**src/hdl/gre_pkg.sv**
```systemverilog
// Package for the gamma ramp entry block: widths, control struct and constant tables.
`default_nettype none
package gre_pkg;

    localparam int RAMP_ENTRIES = 256;
    localparam int LAST_ENTRY   = RAMP_ENTRIES - 1;
    localparam int IDX_W        = 8;
    localparam int GAMMA_W      = 16;
    localparam int VALUE_W      = 16;
    localparam int D_W          = 36;              // log difference, Q32, up to 4 integer bits
    localparam int NUM_W        = D_W + 8;         // dividend width, log difference times 256
    localparam int DIV_BPS      = 2;               // quotient bits per divider stage
    localparam int DIV_STAGES   = NUM_W / DIV_BPS;
    localparam int FRAC_W       = 32;
    localparam int SHIFT_W      = 5;
    localparam int R_W          = 31;              // Q30 value in [0.5, 1]
    localparam int C_W          = 30;
    localparam int POW_STEPS    = 30;
    localparam int MAX_SHIFT    = 17;
    localparam int SUM_W        = 48;

    typedef struct packed {
        logic valid;
        logic invalid;
        logic zero;
    } gre_ctl_t;

    typedef logic [D_W-1:0] d_table_t [2**IDX_W];
    typedef logic [C_W-1:0] c_table_t [POW_STEPS+1];

    function automatic logic [63:0] log2_q32(input logic [63:0] n);
        logic [63:0] k;
        logic [63:0] z;
        logic [63:0] frac;
        k    = 64'd0;
        frac = 64'd0;
        for (int t = 0; t < 30; t++)
        begin
            if ((n >> (k + 64'd1)) != 64'd0)
                k = k + 64'd1;
        end
        z = n << (64'd30 - k);
        for (int j = 31; j >= 0; j--)
        begin
            z = (z * z) >> 30;
            if (z >= (64'd1 << 31))
            begin
                z    = z >> 1;
                frac = frac | (64'd1 << j);
            end
        end
        return (k << 32) | frac;
    endfunction

    function automatic logic [63:0] int_sqrt(input logic [63:0] v_in);
        logic [63:0] v;
        logic [63:0] res;
        logic [63:0] bitv;
        v    = v_in;
        res  = 64'd0;
        bitv = 64'd1 << 62;
        for (int t = 0; t < 32; t++)
        begin
            if (v >= res + bitv)
            begin
                v   = v - (res + bitv);
                res = (res >> 1) + bitv;
            end
            else
                res = res >> 1;
            bitv = bitv >> 2;
        end
        return res;
    endfunction

    function automatic d_table_t build_d_table();
        d_table_t    tbl;
        logic [63:0] l_last;
        logic [63:0] l_idx;
        int          i_c;
        l_last = log2_q32(64'(LAST_ENTRY));
        for (int i = 0; i < 2**IDX_W; i++)
        begin
            i_c = (i > LAST_ENTRY) ? LAST_ENTRY : i;
            l_idx = (i_c == 0) ? 64'd0 : log2_q32(64'(i_c));
            if (i_c == 0 || l_idx > l_last)
                tbl[i] = '0;
            else
                tbl[i] = D_W'(l_last - l_idx);
        end
        return tbl;
    endfunction

    // 2^(-2^-j) in Q30
    function automatic c_table_t build_c_table();
        c_table_t    tbl;
        logic [63:0] c;
        c = 64'd1 << 29;
        tbl[0] = '0;
        for (int j = 1; j <= POW_STEPS; j++)
        begin
            c = int_sqrt(c << 30);
            tbl[j] = C_W'(c);
        end
        return tbl;
    endfunction

    localparam d_table_t D_TABLE = build_d_table();
    localparam c_table_t C_TABLE = build_c_table();

endpackage
`default_nettype wire

```
**src/hdl/gre_div.sv**
```systemverilog
// Pipelined restoring divider: exponent = (log difference * 256) / gamma.
`default_nettype none
module gre_div (
    input  wire                              clk,
    input  wire                              rst_n,
    input  wire                              en,
    input  gre_pkg::gre_ctl_t                ctl_in,
    input  wire  [gre_pkg::D_W-1:0]          d_in,
    input  wire  [gre_pkg::GAMMA_W-1:0]      g_in,
    output gre_pkg::gre_ctl_t                ctl_out,
    output logic [gre_pkg::NUM_W-1:0]        e_out
);

    localparam int NW = gre_pkg::NUM_W;
    localparam int GW = gre_pkg::GAMMA_W;
    localparam int NS = gre_pkg::DIV_STAGES;

    gre_pkg::gre_ctl_t ctl_reg [NS];
    logic [NW-1:0]     num_reg [NS];
    logic [NW-1:0]     quo_reg [NS];
    logic [GW-1:0]     rem_reg [NS];
    logic [GW-1:0]     g_reg   [NS];

    genvar s;
    generate
        for (s = 0; s < NS; s++)
        begin : g_stage
            gre_pkg::gre_ctl_t ctl_src;
            logic [NW-1:0]     num_src;
            logic [NW-1:0]     quo_src;
            logic [GW-1:0]     rem_src;
            logic [GW-1:0]     g_src;
            logic [NW-1:0]     num_next;
            logic [NW-1:0]     quo_next;
            logic [GW-1:0]     rem_next;

            if (s == 0)
            begin : g_first
                assign ctl_src = ctl_in;
                assign num_src = {d_in, 8'd0};
                assign quo_src = '0;
                assign rem_src = '0;
                assign g_src   = g_in;
            end
            else
            begin : g_rest
                assign ctl_src = ctl_reg[s-1];
                assign num_src = num_reg[s-1];
                assign quo_src = quo_reg[s-1];
                assign rem_src = rem_reg[s-1];
                assign g_src   = g_reg[s-1];
            end

            always_comb
            begin
                logic [GW:0] r17;
                num_next = num_src;
                quo_next = quo_src;
                rem_next = rem_src;
                for (int b = 0; b < gre_pkg::DIV_BPS; b++)
                begin
                    r17      = {rem_next, num_next[NW-1]};
                    num_next = {num_next[NW-2:0], 1'b0};
                    if (r17 >= {1'b0, g_src})
                    begin
                        r17      = r17 - {1'b0, g_src};
                        quo_next = {quo_next[NW-2:0], 1'b1};
                    end
                    else
                        quo_next = {quo_next[NW-2:0], 1'b0};
                    rem_next = r17[GW-1:0];
                end
            end

            always_ff @(posedge clk or negedge rst_n)
            begin
                if (!rst_n)
                    ctl_reg[s] <= '0;
                else if (en)
                    ctl_reg[s] <= ctl_src;
            end

            always_ff @(posedge clk)
            begin
                if (en)
                begin
                    num_reg[s] <= num_next;
                    quo_reg[s] <= quo_next;
                    rem_reg[s] <= rem_next;
                    g_reg[s]   <= g_src;
                end
            end
        end
    endgenerate

    assign ctl_out = ctl_reg[NS-1];
    assign e_out   = quo_reg[NS-1];

endmodule
`default_nettype wire

```
**config.mk**
```make
export PLATFORM = sky130hd
export DESIGN_NAME = gre_div
export DESIGN_NICKNAME = d
export VERILOG_FILES = /design/src/hdl/gre_pkg.sv /design/src/hdl/gre_div.sv
export SDC_FILE = /design/constraint.sdc
export NUM_CORES = 2
export LEC_CHECK = 0
export ABC_AREA = 1
export BUFFER_PORTS_ARGS = -buffer_cell sky130_fd_sc_hd__buf_2
export CAP_MARGIN = 25
export CORE_UTILIZATION = 50
export DETAILED_ROUTE_END_ITERATION = 16
export GPL_TIMING_DRIVEN = 0
export PLACE_DENSITY = 0.73
export SETUP_SLACK_MARGIN = 0.2
export SLEW_MARGIN = 40
export SYNTH_ARGS = -nofsm -noshare
export SYNTH_HDL_FRONTEND = slang
export SYNTH_SLANG_ARGS = --single-unit
export TNS_END_PERCENT = 100
```
**constraint.sdc**
```tcl
create_clock -name clk -period 3.51 [get_ports clk]
set_clock_uncertainty 0.2 [all_clocks]
set_input_delay 0.1755 -clock clk [delete_from_list [all_inputs] [get_ports clk]]
set_output_delay 0.1755 -clock clk [all_outputs]
set_load 0.02 [all_outputs]
```
# Word level (Yosys, flattened, before mapping)
# Memories as Yosys holds them, arrays and structs flattened.
# Index checks and enable logic that the tools add are counted.
# Widths: inputs -> output; s select.
# word_totals
ramBits	2596
reg_bits	66
memories	4
wordCells	248
out_inout_bits	47
input_bits	58
# op_classes
muxes	90
n_lt_le_gt_ge	44
add_sub_neg	44
# mem_list
memory	words	word_bits	rd	rd_ports_with_merged_regs	wr	line	rtl
quo_reg	22	44	22	0	22	gre_div.sv:20	logic [NW-1:0] quo_reg [NS];
num_reg	22	42	21	0	22	gre_div.sv:19	logic [NW-1:0] num_reg [NS];
g_reg	22	16	21	0	22	gre_div.sv:22	logic [GW-1:0] g_reg [NS];
rem_reg	22	16	21	0	22	gre_div.sv:21	logic [GW-1:0] rem_reg [NS];
# op_table
cell	count
$ge 17x16->1	43
$mux 16	44
$sub 16x16->16	43
$mux 1	46
$ge 1x16->1	1
$sub 1x16->16	1

# Depth between registers and ports, before layout
# An unclocked memory read counts as a cell.
# logic_depth
word_depth	5
ltp_mapped	29
ltp_nobuf	27

# Worst setup path before layout
# No wires, ideal clock.
# synth_timing
path_kind	register to register
startpoint	mem rem_reg[0][1] (netlist name)
endpoint	mem rem_reg[0][26] (netlist name) (data pin)
t_arrival_ns	3.332
required_ns	3.057
path_slack_ns	-0.275
path_stages_with_launch	23
setup_ns	0.253
path_buffers	1
period_less_slack_ns	3.785
path_cell_list	edfxtp_1 ha_1 a21oi_1 nand2_1 nand2_1 nand2_1 nand2_1 nand2_1 nand2_2 nand2_4 o21ai_0 ha_1 a21oi_1 nor2_1 nor2_1 o21bai_2 nand3_1 nand2_1 nand2_1 nand3_2 buf_6 nand2_1 nand2_1
# synth_lines
item	line
start: declaration	gre_div.sv:21

==> flow_metrics.env <==
export IMPL_drv_slew=0
export IMPL_rsz0062_at_grt="yes"
export IMPL_violations="setup timing"
export IMPL_crit_path_end_kind="register"
export IMPL_place_hpwl_mm=185
export IMPL_die_x_um=434
export IMPL_wirelength_mm=285
export IMPL_ant_nets=0
export IMPL_core_um2=185000
export IMPL_cts_root_buf="clkbuf_16"
export IMPL_drive_gt1_frac=0.435
export IMPL_die_area_um2=188000
export IMPL_met3WireLength_mm=16.3
export IMPL_drc_errors=0
export IMPL_hold_viol_final=0
export IMPL_maxCapViolations=0
export IMPL_reg2reg_to="rem_reg[1][115]"
export IMPL_cts_tree="done"
export IMPL_syn_avg_cell_area_um2=9.02
export IMPL_wl_met1_mm=118
export IMPL_dr_wl_met2_mm=138
export IMPL_row_count=158
export IMPL_holdPathEnd="g_reg[0][0]"
export IMPL_numCtsBuffers=167
export IMPL_r2r_cells=26
export IMPL_path_max_fanout=6
export IMPL_async_flop_share=0.0426
export IMPL_syn_to_final_growth_pct=45.6
export IMPL_portBuffers=104
export IMPL_outcome="finished, violations left"
export IMPL_place_ws_ps=-994
export IMPL_max_freq_mhz=249
export IMPL_synth_common_cells="nand2_1 (3185), edfxtp_1 (1484), inv_1 (1152)"
export IMPL_start_util=0.503
export IMPL_clkTransAtPathRegs_ps=60
export IMPL_setup_viol=342
export IMPL_cp_arrival_ps=4380
export IMPL_worst_pin_slew_ps=656
export IMPL_n_antenna_cell=0
export IMPL_hold_start="g_in[0]"
export IMPL_syn_area_um2=93100
export IMPL_rrSetupSlack_ps=-500
export IMPL_period_minus_slack_ps=4010
export IMPL_die_y_um=434
export IMPL_synth_edf_count=1484
export IMPL_drt_iter0_drc=7098
export IMPL_syn_inst=10300
export IMPL_gp_congestion=0.950
export IMPL_grt_pass1_vias=75700
export IMPL_fin_nets=13000
export IMPL_start_kind="register"
export IMPL_period_share=1.14
export IMPL_highest_layer="met4"
export IMPL_largest_reg_flops=506
export IMPL_worstHoldPathCells=2
export IMPL_wl_per_cell_um=19.2
export IMPL_antenna_found_initial=0
export IMPL_relSlewSlack=0.562
export IMPL_syn_nets=11100
export IMPL_via_per_inst=5.53
export IMPL_clk_latency_ps=830
export IMPL_critPathKind="reg -> reg"
export IMPL_synthFlopType="edfxtp_1"
export IMPL_hp_class="in -> reg"
export IMPL_grt_overflow=0
export IMPL_htreeDepth=4
export IMPL_worst_slack_ps=-503
export IMPL_required_ps=3880
export IMPL_yosysMostFrequentCell="nand2_1"
export IMPL_clkSinkCount=1550
export IMPL_ys_types=57
export IMPL_rr_startpoint="g_reg[3][33]"
export IMPL_ctsLongestPathBuffers=3
export IMPL_grt_max_degree=121
export IMPL_yosysWarnings=0
export IMPL_ys_top_cells_by_area="edfxtp_1 (48%), nand2_1 (13%), ha_1 (9.2%)"
export IMPL_synth_top_area_cell="edfxtp_1"
export IMPL_netlist_area_leader_share=0.479
export IMPL_ys_seq_area_frac=0.496
export IMPL_grt_pass1_wl_mm=405
export IMPL_ios=105
export IMPL_ys_ff_latch=1550
export IMPL_gr_usage_all_layers=0.272
export IMPL_vias=82100
export IMPL_drt_first_pass_iters=8
-- logic make-up after synthesis --
family,share of synthesized area
XOR/XNOR,0.0351
adder cells (fa/ha/maj),0.101
buffers and inverters,0.0590
AND/OR/NAND/NOR,0.239
AO/OA/AOI/OAI,0.0697
flip-flops,0.496
-- cell usage in the layout, fill, tap and decap left out, types with 52 or more instances in the layout --
master         instances
inv_1                727
or2_2                 75
buf_6                176
o21ai_4               54
a21oi_1              378
nand3_2              232
edfxtp_1            1484
o21ai_2               87
a21oi_4               73
buf_4               1301
clkbuf_1              52
nor2_4               102
nand3b_1              92
dfrtp_1               66
inv_2                391
o21ai_0              226
nand2_1             2027
nor2_2               101
nand3_1              558
o21ai_1               64
buf_2                108
nand4_1              145
ha_4                 549
xnor2_1              115
nand3_4               62
buf_8                 67
a21oi_2              176
nand2_2              864
ha_1                 118
nand2_4              334
nor2_1               388
xor2_1               250
dlygate4sd3_1        123
clkbuf_16            191
-- cell type report --
cell class | count | area, um2
Multi-Input combinational cell | 7441 | 59100
Fill cell | 12300 | 49600
Sequential cell | 1550 | 46200
Timing Repair Buffer | 1745 | 15300
Inverter | 1182 | 4670
Clock buffer | 206 | 4350
Tap cell | 2480 | 3100
Buffer | 158 | 1940
Clock inverter | 92 | 1020
-- critical path, stage by stage (launching register included) --
cell      delay, ps
edfxtp_1        530
inv_2           110
ha_4            170
nand2_1          60
nand2_1          80
a21oi_2         150
nand2_2          90
nand2_1          80
nand2_2         100
a21oi_4         230
buf_6           170
buf_6           110
o21ai_4          70
ha_4            280
buf_6           100
nand2_4          50
nand2_4          60
inv_2            50
o21ai_2         170
o21bai_4        160
nand3_2         110
nand2_4         120
nand2_4          90
buf_12          150
buf_12          140
nand3_2          70
nand2_1          60
-- metrics by stage --
stage	hold slack, ps	instance area (um2)	cells	util	TNS, ps
floorplan	-320	98100	10300	-	-3960
global placement	151	102000	12900	0.549	-
detailed placement	124	102000	12900	0.551	-248400
CTS	-659	122000	14100	0.657	-77170
global route	14.0	136000	14900	0.732	-144090
finish	39.5	136000	14900	0.732	-97600
-- how the worst max path moves through the flow --
stage / from / endpoint / slack (ps) / cells after the start
6_report: g_reg[3][33] / rem_reg[1][115] / -500 / 26
5_1_grt: g_reg[3][35] / rem_reg[1][115] / -620 / 26
4_1_cts: g_reg[4][11] / rem_reg[2][28] / -340 / 24
3_5_place_dp: g_reg[3][36] / rem_reg[1][125] / -990 / 23
3_3_place_gp: en / quo_reg[2][121] / -20630 / 1
2_1_floorplan: rem_reg[1][78] / rem_reg[1][90] / -90 / 26
-- layer usage --
metal	track usage	up-vias
met2	0.452	3050
li1	-	38900
met3	0.0333	811
met5	0	-
met1	0.364	39400
met4	0.103	0
-- timing repair --
item                                   in CTS  in global routing
endpoints found under the hold margin     495                  3
resized for setup                        1610               2052
hold buffers                              120                  4
buffers inserted                          748                687
setup endpoints to repair                 351                358
pin swaps                                 558               1006
gates cloned                               39                 32
Power is left out: the tool's default activity adds up to more than one toggle a clock period on the data nets, which glitch-free logic cannot reach.
